<file path="src/rtl/core/rog_pkg.sv">
// ----------------------------------------------------------------------------
// rog_pkg
// Types, codes and region helpers shared by the occupancy grid modules.
// ----------------------------------------------------------------------------
`default_nettype none

package rog_pkg;

    localparam int MAX_COLS   = 64;
    localparam int MAX_ROWS   = 64;
    localparam int MAX_RECTS  = 255;
    localparam int MAX_RADIUS = 8;

    localparam int COL_BITS  = $clog2(MAX_COLS);
    localparam int ROW_BITS  = $clog2(MAX_ROWS);
    localparam int CELL_AW   = COL_BITS + ROW_BITS;
    localparam int CELLS     = MAX_COLS * MAX_ROWS;
    localparam int ID_W      = 8;
    localparam int GEO_DEPTH = 1 << ID_W;
    localparam int RAD_W     = $clog2(MAX_RADIUS);
    localparam int CW        = 10;

    typedef logic signed [CW-1:0] t_coord;

    typedef enum logic [2:0] {
        FN_PLACE, FN_TELEPORT, FN_SLIDE, FN_REMOVE,
        FN_READ, FN_AREA, FN_RAY, FN_RING
    } t_func;

    typedef enum logic [1:0] {ST_OK, ST_BLOCKED, ST_NONE, ST_OOB} t_status;

    typedef enum logic [1:0] {DIR_UP, DIR_DOWN, DIR_LEFT, DIR_RIGHT} t_dir;

    typedef enum logic [3:0] {
        S_CLEAR, S_IDLE, S_GEO, S_SCAN, S_SCAN_W, S_FILL, S_FETCH, S_FETCH_W, S_EMIT
    } t_state;

    // width and height stored minus one
    typedef struct packed {
        logic [5:0] x;
        logic [5:0] y;
        logic [5:0] wm1;
        logic [5:0] hm1;
    } t_geo;

    // outer coordinate steps by one toward oe, inner runs is..ie-1
    typedef struct packed {
        t_coord os;
        t_coord oe;
        t_coord is;
        t_coord ie;
        logic   odn;
        logic   swap;
    } t_region;

    typedef struct packed {
        logic               rd_en;
        logic               wr_en;
        logic [CELL_AW-1:0] addr;
        logic [ID_W-1:0]    wdata;
    } t_map_req;

    typedef struct packed {
        logic            rd_en;
        logic [ID_W-1:0] rd_addr;
        logic            wr_en;
        logic [ID_W-1:0] wr_addr;
        t_geo            wr_geo;
        logic [ID_W-1:0] live_addr;
        logic            live_set;
        logic            live_clr;
    } t_tbl_req;

    function automatic t_region raster(input t_coord x1, input t_coord y1,
                                       input t_coord x2, input t_coord y2);
        t_region r;
        r.os   = y1;
        r.oe   = y2;
        r.is   = x1;
        r.ie   = x2;
        r.odn  = 1'b0;
        r.swap = 1'b0;
        return r;
    endfunction

    function automatic t_region ray_region(input t_coord gx, input t_coord gy,
                                           input t_coord gw, input t_coord gh,
                                           input t_coord cols, input t_coord rows,
                                           input t_dir dir);
        t_region r;
        unique case (dir)
            DIR_UP: begin
                r.os = gy - 1; r.oe = -1; r.odn = 1'b1; r.swap = 1'b0;
                r.is = gx; r.ie = gx + gw;
            end
            DIR_DOWN: begin
                r.os = gy + gh; r.oe = rows; r.odn = 1'b0; r.swap = 1'b0;
                r.is = gx; r.ie = gx + gw;
            end
            DIR_LEFT: begin
                r.os = gx - 1; r.oe = -1; r.odn = 1'b1; r.swap = 1'b1;
                r.is = gy; r.ie = gy + gh;
            end
            default: begin
                r.os = gx + gw; r.oe = cols; r.odn = 1'b0; r.swap = 1'b1;
                r.is = gy; r.ie = gy + gh;
            end
        endcase
        return r;
    endfunction

    // ring sides: left column, right column, top row, bottom row
    function automatic t_region ring_region(input t_coord gx, input t_coord gy,
                                            input t_coord gw, input t_coord gh,
                                            input t_coord rad, input logic [1:0] side);
        t_region r;
        t_coord  x1, x2, y1, y2;
        x1 = gx - rad;
        x2 = gx + gw + rad;
        y1 = gy - rad;
        y2 = gy + gh + rad;
        r.odn = 1'b0;
        unique case (side)
            2'd0: begin r.swap = 1'b1; r.os = x1;     r.is = y1; r.ie = y2; end
            2'd1: begin r.swap = 1'b1; r.os = x2 - 1; r.is = y1; r.ie = y2; end
            2'd2: begin r.swap = 1'b0; r.os = y1;     r.is = x1; r.ie = x2; end
            default: begin r.swap = 1'b0; r.os = y2 - 1; r.is = x1; r.ie = x2; end
        endcase
        r.oe = r.os + 1;
        return r;
    endfunction

endpackage

`default_nettype wire

</file>
<file path="src/rtl/core/rog_seq.sv">
// ----------------------------------------------------------------------------
// rog_seq
// Operation sequencer: region walker for scans and fills, result register.
// ----------------------------------------------------------------------------
`default_nettype none

module rog_seq (
    input  wire logic                      i_clk,
    input  wire logic                      i_rst_n,
    input  wire logic                      i_s_tvalid,
    output logic                           o_s_tready,
    input  wire logic [47:0]               i_s_tdata,
    input  wire logic [2:0]                i_s_tuser,
    output logic                           o_m_tvalid,
    input  wire logic                      i_m_tready,
    output logic [39:0]                    o_m_tdata,
    output logic [1:0]                     o_m_tuser,
    input  wire logic [6:0]                i_gw,
    input  wire logic [6:0]                i_gh,
    output rog_pkg::t_map_req              o_map_req,
    input  wire logic [rog_pkg::ID_W-1:0]  i_map_rdata,
    output rog_pkg::t_tbl_req              o_tbl_req,
    input  wire rog_pkg::t_geo             i_geo,
    input  wire logic                      i_live
);

    rog_pkg::t_state            r_state, n_state;
    logic [rog_pkg::CELL_AW-1:0] r_clr, n_clr;
    logic                       r_ovalid, n_ovalid;

    rog_pkg::t_func    r_func, n_func;
    logic [7:0]        r_id, n_id, r_fid, n_fid, r_fval, n_fval;
    logic [5:0]        r_px, n_px, r_py, n_py, r_step, n_step;
    logic [6:0]        r_ex, n_ex, r_ey, n_ey;
    rog_pkg::t_dir     r_dir, n_dir;
    logic [5:0]        r_gx, n_gx, r_gy, n_gy, r_nx, n_nx, r_ny, n_ny;
    logic [6:0]        r_gw, n_gw, r_gh, n_gh;
    rog_pkg::t_status  r_st, n_st;
    logic              r_sub, n_sub;
    logic [rog_pkg::RAD_W-1:0] r_rad, n_rad;
    logic [1:0]        r_side, n_side;
    rog_pkg::t_region  r_rg, n_rg;
    rog_pkg::t_coord   r_o, n_o, r_i, n_i;
    logic [39:0]       r_odata, n_odata;
    logic [1:0]        r_ouser, n_ouser;

    rog_pkg::t_region  reg_n;
    logic              load_reg, adv, scan_fin, scan_hit, fill_fin;
    logic              odone, iempty, in_grid, in_max;
    rog_pkg::t_coord   cx, cy, nxt_i, cols, rows;
    rog_pkg::t_coord   px, py, ex, ey, mgx, mgy, mgw, mgh, rgx, rgy, rgw, rgh;
    rog_pkg::t_coord   sx, sy;
    logic [6:0]        m_w, m_h;

    always_ff @(posedge i_clk) begin
        if (!i_rst_n) begin
            r_state  <= rog_pkg::S_CLEAR;
            r_clr    <= '0;
            r_ovalid <= 1'b0;
        end else begin
            r_state  <= n_state;
            r_clr    <= n_clr;
            r_ovalid <= n_ovalid;
        end
    end

    always_ff @(posedge i_clk) begin
        r_func <= n_func;  r_id   <= n_id;   r_fid  <= n_fid;  r_fval <= n_fval;
        r_px   <= n_px;    r_py   <= n_py;   r_step <= n_step;
        r_ex   <= n_ex;    r_ey   <= n_ey;   r_dir  <= n_dir;
        r_gx   <= n_gx;    r_gy   <= n_gy;   r_gw   <= n_gw;   r_gh <= n_gh;
        r_nx   <= n_nx;    r_ny   <= n_ny;   r_st   <= n_st;   r_sub <= n_sub;
        r_rad  <= n_rad;   r_side <= n_side; r_rg   <= n_rg;
        r_o    <= n_o;     r_i    <= n_i;
        r_odata <= n_odata; r_ouser <= n_ouser;
    end

    assign cols = rog_pkg::t_coord'(i_gw);
    assign rows = rog_pkg::t_coord'(i_gh);
    assign px   = rog_pkg::t_coord'(r_px);
    assign py   = rog_pkg::t_coord'(r_py);
    assign ex   = rog_pkg::t_coord'(r_ex);
    assign ey   = rog_pkg::t_coord'(r_ey);
    assign m_w  = {1'b0, i_geo.wm1} + 7'd1;
    assign m_h  = {1'b0, i_geo.hm1} + 7'd1;
    assign mgx  = rog_pkg::t_coord'(i_geo.x);
    assign mgy  = rog_pkg::t_coord'(i_geo.y);
    assign mgw  = rog_pkg::t_coord'(m_w);
    assign mgh  = rog_pkg::t_coord'(m_h);
    assign rgx  = rog_pkg::t_coord'(r_gx);
    assign rgy  = rog_pkg::t_coord'(r_gy);
    assign rgw  = rog_pkg::t_coord'(r_gw);
    assign rgh  = rog_pkg::t_coord'(r_gh);

    assign cx      = r_rg.swap ? r_o : r_i;
    assign cy      = r_rg.swap ? r_i : r_o;
    assign nxt_i   = r_i + 1;
    assign odone   = r_rg.odn ? (r_o <= r_rg.oe) : (r_o >= r_rg.oe);
    assign iempty  = r_i >= r_rg.ie;
    assign in_grid = cx >= 0 && cy >= 0 && cx < cols && cy < rows;
    assign in_max  = cx >= 0 && cy >= 0 && cx < rog_pkg::t_coord'(rog_pkg::MAX_COLS)
                     && cy < rog_pkg::t_coord'(rog_pkg::MAX_ROWS);

    always_comb begin
        n_state = r_state;  n_clr = r_clr;    n_ovalid = r_ovalid;
        n_func  = r_func;   n_id  = r_id;     n_fid = r_fid;   n_fval = r_fval;
        n_px    = r_px;     n_py  = r_py;     n_step = r_step;
        n_ex    = r_ex;     n_ey  = r_ey;     n_dir = r_dir;
        n_gx    = r_gx;     n_gy  = r_gy;     n_gw = r_gw;     n_gh = r_gh;
        n_nx    = r_nx;     n_ny  = r_ny;     n_st = r_st;     n_sub = r_sub;
        n_rad   = r_rad;    n_side = r_side;  n_rg = r_rg;
        n_o     = r_o;      n_i   = r_i;
        n_odata = r_odata;  n_ouser = r_ouser;
        o_map_req = '0;
        o_tbl_req = '0;
        o_tbl_req.live_addr = r_id;
        reg_n    = r_rg;
        load_reg = 1'b0;
        adv      = 1'b0;
        scan_fin = 1'b0;
        scan_hit = 1'b0;
        fill_fin = 1'b0;
        sx = '0;
        sy = '0;

        if (r_ovalid && i_m_tready) begin
            n_ovalid = 1'b0;
        end

        unique case (r_state)
            rog_pkg::S_CLEAR: begin
                o_map_req.wr_en = 1'b1;
                o_map_req.addr  = r_clr;
                n_clr = r_clr + 1'b1;
                if (r_clr == rog_pkg::CELL_AW'(rog_pkg::CELLS - 1)) begin
                    n_state = rog_pkg::S_IDLE;
                end
            end
            rog_pkg::S_IDLE: begin
                if (i_s_tvalid) begin
                    n_func = rog_pkg::t_func'(i_s_tuser);
                    n_id   = i_s_tdata[7:0];
                    n_px   = i_s_tdata[13:8];
                    n_py   = i_s_tdata[19:14];
                    n_ex   = i_s_tdata[26:20];
                    n_ey   = i_s_tdata[33:27];
                    n_dir  = rog_pkg::t_dir'(i_s_tdata[35:34]);
                    n_step = i_s_tdata[41:36];
                    o_tbl_req.rd_en   = 1'b1;
                    o_tbl_req.rd_addr = i_s_tdata[7:0];
                    n_state = rog_pkg::S_GEO;
                end
            end
            rog_pkg::S_GEO: begin
                n_gx = i_geo.x;
                n_gy = i_geo.y;
                n_gw = m_w;
                n_gh = m_h;
                n_sub = 1'b0;
                n_state = rog_pkg::S_SCAN;
                load_reg = 1'b1;
                if (r_func == rog_pkg::FN_READ) begin
                    if (px < cols && py < rows) begin
                        reg_n = rog_pkg::raster(px, py, px + 1, py + 1);
                    end else begin
                        load_reg = 1'b0; n_st = rog_pkg::ST_OOB; n_state = rog_pkg::S_EMIT;
                    end
                end else if (r_func == rog_pkg::FN_AREA) begin
                    if (ex > cols || ey > rows) begin
                        load_reg = 1'b0; n_st = rog_pkg::ST_OOB; n_state = rog_pkg::S_EMIT;
                    end else begin
                        reg_n = rog_pkg::raster(px, py, ex, ey);
                    end
                end else if (r_id == '0) begin
                    load_reg = 1'b0; n_st = rog_pkg::ST_NONE; n_state = rog_pkg::S_EMIT;
                end else if (r_func == rog_pkg::FN_PLACE) begin
                    if (i_live) begin
                        load_reg = 1'b0; n_st = rog_pkg::ST_BLOCKED;
                        n_state = rog_pkg::S_EMIT;
                    end else if (ex == 0 || ey == 0 || px + ex > cols || py + ey > rows) begin
                        load_reg = 1'b0; n_st = rog_pkg::ST_OOB; n_state = rog_pkg::S_EMIT;
                    end else begin
                        reg_n = rog_pkg::raster(px, py, px + ex, py + ey);
                    end
                end else if (!i_live) begin
                    load_reg = 1'b0; n_st = rog_pkg::ST_NONE; n_state = rog_pkg::S_EMIT;
                end else begin
                    unique case (r_func)
                        rog_pkg::FN_TELEPORT: begin
                            n_nx = r_px;
                            n_ny = r_py;
                            if (px + mgw > cols || py + mgh > rows) begin
                                load_reg = 1'b0; n_st = rog_pkg::ST_OOB;
                                n_state = rog_pkg::S_EMIT;
                            end else begin
                                reg_n = rog_pkg::raster(px, py, px + mgw, py + mgh);
                            end
                        end
                        rog_pkg::FN_SLIDE: begin
                            sx = mgx;
                            sy = mgy;
                            unique case (r_dir)
                                rog_pkg::DIR_UP: begin
                                    sy = mgy - rog_pkg::t_coord'(r_step);
                                    reg_n = rog_pkg::raster(mgx, sy, mgx + mgw, mgy);
                                end
                                rog_pkg::DIR_DOWN: begin
                                    sy = mgy + rog_pkg::t_coord'(r_step);
                                    reg_n = rog_pkg::raster(mgx, mgy + mgh, mgx + mgw, sy + mgh);
                                end
                                rog_pkg::DIR_LEFT: begin
                                    sx = mgx - rog_pkg::t_coord'(r_step);
                                    reg_n = rog_pkg::raster(sx, mgy, mgx, mgy + mgh);
                                end
                                default: begin
                                    sx = mgx + rog_pkg::t_coord'(r_step);
                                    reg_n = rog_pkg::raster(mgx + mgw, mgy, sx + mgw, mgy + mgh);
                                end
                            endcase
                            n_nx = sx[5:0];
                            n_ny = sy[5:0];
                            if (r_step == '0) begin
                                load_reg = 1'b0; n_fid = r_id; n_st = rog_pkg::ST_OK;
                                n_state = rog_pkg::S_EMIT;
                            end else if (sx < 0 || sy < 0 || sx + mgw > cols
                                         || sy + mgh > rows) begin
                                load_reg = 1'b0; n_st = rog_pkg::ST_OOB;
                                n_state = rog_pkg::S_EMIT;
                            end
                        end
                        rog_pkg::FN_REMOVE: begin
                            n_fid  = r_id;
                            n_fval = '0;
                            reg_n  = rog_pkg::raster(mgx, mgy, mgx + mgw, mgy + mgh);
                            n_state = rog_pkg::S_FILL;
                        end
                        rog_pkg::FN_RAY: begin
                            reg_n = rog_pkg::ray_region(mgx, mgy, mgw, mgh, cols, rows, r_dir);
                        end
                        default: begin
                            n_rad  = rog_pkg::RAD_W'(1);
                            n_side = 2'd0;
                            reg_n  = rog_pkg::ring_region(mgx, mgy, mgw, mgh,
                                                          rog_pkg::t_coord'(1), 2'd0);
                        end
                    endcase
                end
            end
            rog_pkg::S_SCAN: begin
                if (odone || iempty) begin
                    scan_fin = 1'b1;
                end else if (in_grid) begin
                    o_map_req.rd_en = 1'b1;
                    o_map_req.addr  = {cy[rog_pkg::ROW_BITS-1:0], cx[rog_pkg::COL_BITS-1:0]};
                    n_state = rog_pkg::S_SCAN_W;
                end else begin
                    adv = 1'b1;
                end
            end
            rog_pkg::S_SCAN_W: begin
                n_state = rog_pkg::S_SCAN;
                if (i_map_rdata != '0) begin
                    scan_fin = 1'b1;
                    scan_hit = 1'b1;
                end else begin
                    adv = 1'b1;
                end
            end
            rog_pkg::S_FILL: begin
                if (odone || iempty) begin
                    fill_fin = 1'b1;
                end else begin
                    o_map_req.wr_en = in_max;
                    o_map_req.addr  = {cy[rog_pkg::ROW_BITS-1:0], cx[rog_pkg::COL_BITS-1:0]};
                    o_map_req.wdata = r_fval;
                    adv = 1'b1;
                end
            end
            rog_pkg::S_FETCH: begin
                o_tbl_req.rd_en   = 1'b1;
                o_tbl_req.rd_addr = r_fid;
                n_state = rog_pkg::S_FETCH_W;
            end
            rog_pkg::S_FETCH_W: begin
                n_gx = i_geo.x;
                n_gy = i_geo.y;
                n_gw = m_w;
                n_gh = m_h;
                n_st = rog_pkg::ST_OK;
                n_state = rog_pkg::S_EMIT;
            end
            rog_pkg::S_EMIT: begin
                if (!r_ovalid || i_m_tready) begin
                    n_ovalid = 1'b1;
                    n_ouser  = r_st;
                    n_odata  = (r_st == rog_pkg::ST_OK)
                             ? {6'd0, r_gh, r_gw, r_gy, r_gx, r_fid} : '0;
                    n_state  = rog_pkg::S_IDLE;
                end
            end
            default: n_state = rog_pkg::S_IDLE;
        endcase

        if (adv) begin
            if (nxt_i >= r_rg.ie) begin
                n_i = r_rg.is;
                n_o = r_rg.odn ? r_o - 1 : r_o + 1;
            end else begin
                n_i = nxt_i;
            end
        end

        if (scan_fin) begin
            priority case (r_func)
                rog_pkg::FN_READ, rog_pkg::FN_AREA, rog_pkg::FN_RAY: begin
                    if (scan_hit) begin
                        n_fid = i_map_rdata; n_state = rog_pkg::S_FETCH;
                    end else begin
                        n_st = rog_pkg::ST_NONE; n_state = rog_pkg::S_EMIT;
                    end
                end
                rog_pkg::FN_RING: begin
                    if (scan_hit) begin
                        n_fid = i_map_rdata; n_state = rog_pkg::S_FETCH;
                    end else if (r_side != 2'd3) begin
                        n_side = r_side + 2'd1;
                        load_reg = 1'b1;
                        reg_n = rog_pkg::ring_region(rgx, rgy, rgw, rgh,
                                                     rog_pkg::t_coord'(r_rad), r_side + 2'd1);
                        n_state = rog_pkg::S_SCAN;
                    end else if (r_rad != rog_pkg::RAD_W'(rog_pkg::MAX_RADIUS - 1)) begin
                        n_rad  = r_rad + 1'b1;
                        n_side = 2'd0;
                        load_reg = 1'b1;
                        reg_n = rog_pkg::ring_region(rgx, rgy, rgw, rgh,
                                                     rog_pkg::t_coord'(r_rad + 1'b1), 2'd0);
                        n_state = rog_pkg::S_SCAN;
                    end else begin
                        n_st = rog_pkg::ST_NONE; n_state = rog_pkg::S_EMIT;
                    end
                end
                rog_pkg::FN_PLACE: begin
                    if (scan_hit) begin
                        n_st = rog_pkg::ST_BLOCKED; n_state = rog_pkg::S_EMIT;
                    end else begin
                        o_tbl_req.wr_en   = 1'b1;
                        o_tbl_req.wr_addr = r_id;
                        o_tbl_req.wr_geo  = '{x: r_px, y: r_py,
                                              wm1: 6'(r_ex - 7'd1), hm1: 6'(r_ey - 7'd1)};
                        o_tbl_req.live_set = 1'b1;
                        n_fval = r_id;
                        load_reg = 1'b1;
                        reg_n = rog_pkg::raster(px, py, px + ex, py + ey);
                        n_state = rog_pkg::S_FILL;
                    end
                end
                rog_pkg::FN_TELEPORT, rog_pkg::FN_SLIDE: begin
                    if (scan_hit) begin
                        n_st = rog_pkg::ST_BLOCKED; n_state = rog_pkg::S_EMIT;
                    end else begin
                        n_fval = '0;
                        n_sub  = 1'b0;
                        load_reg = 1'b1;
                        reg_n = rog_pkg::raster(rgx, rgy, rgx + rgw, rgy + rgh);
                        n_state = rog_pkg::S_FILL;
                    end
                end
                default: begin
                    n_st = rog_pkg::ST_NONE; n_state = rog_pkg::S_EMIT;
                end
            endcase
        end

        if (fill_fin) begin
            priority case (r_func)
                rog_pkg::FN_PLACE: begin
                    n_fid = r_id; n_state = rog_pkg::S_FETCH;
                end
                rog_pkg::FN_REMOVE: begin
                    o_tbl_req.live_clr = 1'b1;
                    n_st = rog_pkg::ST_OK;
                    n_state = rog_pkg::S_EMIT;
                end
                rog_pkg::FN_TELEPORT, rog_pkg::FN_SLIDE: begin
                    if (!r_sub) begin
                        o_tbl_req.wr_en   = 1'b1;
                        o_tbl_req.wr_addr = r_id;
                        o_tbl_req.wr_geo  = '{x: r_nx, y: r_ny,
                                              wm1: 6'(r_gw - 7'd1), hm1: 6'(r_gh - 7'd1)};
                        n_fval = r_id;
                        n_sub  = 1'b1;
                        load_reg = 1'b1;
                        reg_n = rog_pkg::raster(rog_pkg::t_coord'(r_nx), rog_pkg::t_coord'(r_ny),
                                                rog_pkg::t_coord'(r_nx) + rgw,
                                                rog_pkg::t_coord'(r_ny) + rgh);
                        n_state = rog_pkg::S_FILL;
                    end else begin
                        n_fid = r_id; n_state = rog_pkg::S_FETCH;
                    end
                end
                default: begin
                    n_st = rog_pkg::ST_NONE; n_state = rog_pkg::S_EMIT;
                end
            endcase
        end

        if (load_reg) begin
            n_rg = reg_n;
            n_o  = reg_n.os;
            n_i  = reg_n.is;
        end
    end

    assign o_s_tready = (r_state == rog_pkg::S_IDLE);
    assign o_m_tvalid = r_ovalid;
    assign o_m_tdata  = r_odata;
    assign o_m_tuser  = r_ouser;

endmodule

`default_nettype wire

</file>
<file path="config.mk">
export PLATFORM = sky130hd
export DESIGN_NAME = rog_seq
export DESIGN_NICKNAME = d
export VERILOG_FILES = /design/src/rtl/core/rog_pkg.sv /design/src/rtl/core/rog_seq.sv
export SDC_FILE = /design/constraint.sdc
export NUM_CORES = 1
export LEC_CHECK = 0
export BUFFER_PORTS_ARGS = -buffer_cell sky130_fd_sc_hd__buf_4
export CORE_MARGIN = 2
export CORE_UTILIZATION = 50
export CTS_CLUSTER_SIZE = 30
export DETAILED_ROUTE_END_ITERATION = 8
export MAX_ROUTING_LAYER = met4
export PLACE_DENSITY = 0.69
export SYNTH_ARGS = -nofsm -noshare
export SYNTH_HDL_FRONTEND = slang
export SYNTH_SLANG_ARGS = --single-unit
</file>
<file path="constraint.sdc">
create_clock -name i_clk -period 24.5 [get_ports i_clk]
set_clock_uncertainty 0.15 [all_clocks]
set_input_delay 6.125 -clock i_clk [delete_from_list [all_inputs] [get_ports i_clk]]
set_output_delay 6.125 -clock i_clk [all_outputs]
set_load 0.1 [all_outputs]
</file>
## Yosys cells after proc, flatten, opt, wreduce, memory -nomap -nowiden

Index checks and enable logic that the tools add are counted.

| storage, ports and cells | value |
|---|---|
| register bits after elaboration | 228 |
| word-level logic and storage cells | 422 |
| input bits | 102 |
| output and inout bits | 118 |

| cells by class | value |
|---|---|
| eq/ne operators | 28 |
| bitwise gates (word level) | 4 |
| multiplexer cells | 240 |
| $lt $le $gt $ge | 22 |
| reduce and logical (&&, ||, !) cells | 44 |
| $add $sub $neg | 50 |

Operators by type and width:

| operator | number |
|---|---|
| two-way mux 42 bit | 20 |
| two-way mux 10 bit | 39 |
| case mux 42 bit (3 select lines) | 3 |
| two-way mux 8 bit | 26 |
| two-way mux 33 bit | 6 |
| case mux 42 bit (4 select lines) | 1 |
| two-way mux 4 bit | 24 |
| adder 6 x 7 -> 8 bit | 10 |
| logical NOT 32 bit | 2 |
| two-way mux 2 bit | 32 |
| greater-than comparator 10 x 8 -> 1 bit | 6 |
| adder 10 x 2 -> 10 bit (second input constant) | 5 |
| two-way mux 1 bit | 49 |
| case mux 8 bit (2 select lines) | 3 |
| case mux 10 bit (2 select lines) | 2 |
| two-way mux 3 bit | 12 |
| case mux 12 bit (3 select lines) | 1 |
| case mux 4 bit (9 select lines) | 1 |
| >= comparator 10 bit | 3 |
| case mux 10 bit (3 select lines) | 1 |
| adder 6 x 1 -> 7 bit (second input constant) | 4 |
| subtractor 6 x 1 -> 7 bit (second input constant) | 4 |
| two-way mux 12 bit | 2 |
| case mux 4 bit (3 select lines) | 2 |
| 64 further kinds | 130 |

## Logic depth before layout (Yosys ltp)

| logic depth | value |
|---|---|
| depth in word-level cells | 33 |
| depth in mapped cells | 26 |
| depth with buffers taken out | 25 |

## Worst setup path after synthesis

Ideal clock, no wire load.

| timing | value |
|---|---|
| path type | input to output |
| start point | input port i_gh[1] |
| end point | output port o_map_req[14] (netlist name) |
| data arrival time | 9.609 ns |
| path buffers | 0 |
| stages | 10 |
| data required time | 18.225 ns |
| slack | 8.616 ns |
| path through | inv_1 > ha_1 > a21boi_0 > o21a_1 > o21ai_0 > o2bb2ai_1 > o21ai_0 > nor3_1 > nor2_1 > o21ai_0 |

RTL lines:

| what | RTL line | RTL |
|---|---|---|
| start, declared | rog_seq.sv:19 | `input wire logic [6:0] i_gh,` |
| end, declared | rog_seq.sv:20 | `output rog_pkg::t_map_req o_map_req,` |

==> out/results.txt <==
status = complete, no violations
Bufs on Longest Clock Path = 3
Post-Place Cells = 3979
area occupied by multi-input gates = 18700 µm²
Slew headroom = 0.0811
Synth Register Bits = 222
Final Max Slew Viols = 0
pwr dens = 72.1 nW/µm²
Hold Crit Class = flop to flop
hold buffers post-CTS = 0
antenna violations before repair = 14
MaxCap Viol Count = 0
CP max stage delay = 0.84 ns
share of cells above drive strength 1 = 0.125
post-DP HPWL = 105000 µm
DRC = 0
Fmax achieved = 64.7 MHz
TritonCTS Buffers = 26
Antenna Violating Nets Remaining = 0
via count = 29200
CTS H-tree depth = 1
total power = 2.12 mW
post-cts sizing count = 0
Vias/cell = 7.21
CTS tree = built
port buffer count = 207
count of cell types in the netlist = 113
Area Overhead vs Synth = 12.3%
gr usage total = 0.506
Skew-Pair Late Insertion Delay = 0.61 ns
Register Area = 6260 µm²
crit end category = output pin
Setup Buffers After CTS = 0
number of synthesized flops with an enable pin = 181
commonest non-fill, non-tap cell in the layout = ha_1
# IOs = 220
setup_tns = 0 ns
root buf cell = clkbuf_16
post-synthesis cell count = 3193
critical path data arrival time = 9.17 ns
crit path launch type = input pin
Post-Layout Cell Count = 4043
DRT iter0 DRCs = 4884
Fill cells = 4741
ys flop type = edfxtp_1
most frequent cells in the layout = ha_1, buf_4, o21ai_0
Remaining Overflow, GRT = 0
worst slew pin tran = 1.37 ns
core region area = 51500 µm²
WL/cell = 33.8 µm
maximum net fanout on the critical path = 12
Final #Nets = 3730
setup violators final = 0
Syn Std Cell Area = 26200 µm²
Routed Wire Length = 137000 µm
most frequent CP cell = o21ai_0
WS Path Type = input pin to output pin
Synth async-reset ratio = 0
Synth Area per Inst = 8.19 µm²
Placed Area = 28400 µm²
Final min period = 15.45 ns
DR pass1 iterations = 7
register area share after synthesis = 0.239
clock-pin slew on the worst setup and hold paths = 0.06 ns
Clock Sinks = 222
Final Hold Fails = 0
first-pass GRT wire length = 192000 µm
Core Rows = 83
Placer Congestion = 1.14
Synth warnings = 0
vias in the first global route = 27600
Worst EP required = 18.23 ns
fin area = 29400 µm²
CP cell instances = buf_4 -> inv_1 -> ha_1 -> a21boi_0 -> o21a_1 -> o21ai_0 -> o2bb2ai_1 -> o21ai_0 -> nor3_1 -> o21ai_0 -> nand2_1 -> buf_4
period utilization = 0.630
final cell utilization of the core = 0.570
Starting Density = 0.508
Max VDD drop = 0.0647 mV
Leak = 12.3 nW
die width = 233 µm
CP max-delay cell = nor3_1
die area = 54200 µm²
RSZ-0062 raised after global routing = no
largest net degree at the start of global routing = 74
Die Ht = 233 µm
critical path: cells and delay by family:
kind                     cells  cell delay (ns)
AO/OA/AOI/OAI                6             0.99
adder cells (fa/ha/maj)      1             0.31
AND/OR/NAND/NOR              2             0.99
buffers and inverters        3             0.77
cell families (layout without fill, tap and decap cells):
logic type | after synthesis | count (layout) | share of synthesized area
AOI/OAI and AO/OA | 1104 | 1104 | 0.280
xor gates and xnor gates | 187 | 187 | 0.0632
adders and majority gates | 302 | 302 | 0.152
buffers and inverters | 339 | 487 | 0.0510
DFF | 222 | 222 | 0.239
muxes | 90 | 90 | 0.0378
other | 1 | 23 | 0.000143
and+or+nand+nor | 948 | 948 | 0.177
synth_stat cells, drive strengths merged (43+ instances only):
master	number	area [µm²]
nor2b	43	269
clkbuf	130	488
a21oi	245	1240
a211oi	44	353
and2	71	444
xnor2	115	1020
a21o	73	548
nand3	101	510
nand2	251	942
nor3	77	418
nor2	227	852
o22ai	58	369
edfxtp	181	5440
o21ai	281	1410
mux2i	47	483
inv	165	619
ha	275	3440
xor2	72	631
o21a	46	347
sequential cells by signal (all words and copies together) (netlist names), 3 cells and up:
register and flops:
r_nx 6, r_px 6, r_clr 12, r_gh 7, r_id 8, r_py 6
r_step 6, r_func 3, r_fid 8, r_state 4, r_ex 7, r_ny 6
r_fval 8, r_rg 42, r_gy 6, o_m_tdata 34, r_i 10, r_ey 7
r_rad 3, r_o 10, r_gw 7, r_gx 6
path summary, 6_finish.rpt:
check / from / endpoint / slack, ns / cells past startpoint
setup / recovery: i_gh[1] / o_map_req[18] / 9.05 / 12
hold / removal: r_fval[5]$_DFF_P_ / r_fval[5]$_DFF_P_ / 0.30 / 1
setup reg to reg: r_step[1]$_DFFE_PP_ / r_i[4]$_DFFE_PP_ / 16.65 / 22
hold reg to reg: r_fval[5]$_DFF_P_ / r_fval[5]$_DFF_P_ / 0.30 / 1
cell type report:
class | count | area share
antenna | 17 | 0.00145
clock buffer | 36 | 0.0263
clock inverter | 11 | 0.00362
inverter | 168 | 0.0215
multi-input combinational | 2637 | 0.636
sequential | 222 | 0.213
tap | 680 | 0.0290
timing repair buffer | 272 | 0.0695
layer usage:
layer	vias up	global-route usage	part of all wire	wire [µm]
li1	12200	-	-	-
met1	13800	0.613	0.37	50200
met2	2511	0.712	0.41	55600
met3	590	0.179	0.15	20100
met4	0	0.317	0.079	10800
met5	-	-	0	0
power breakdown:
group          internal, mW  switching, mW
combinational         0.395          0.820
clock                 0.232          0.186
sequential            0.440         0.0442
total                  1.07           1.05
stage by stage:
step	setup WS (ns)	hold slack [ns]
after CTS	9.20	0.302
after global routing	8.90	0.327
after floorplan	8.62	0.268
final	9.05	0.300
after global placement	9.29	0.276
after detailed placement	9.21	0.288
Power figures use the tool's default switching activity.
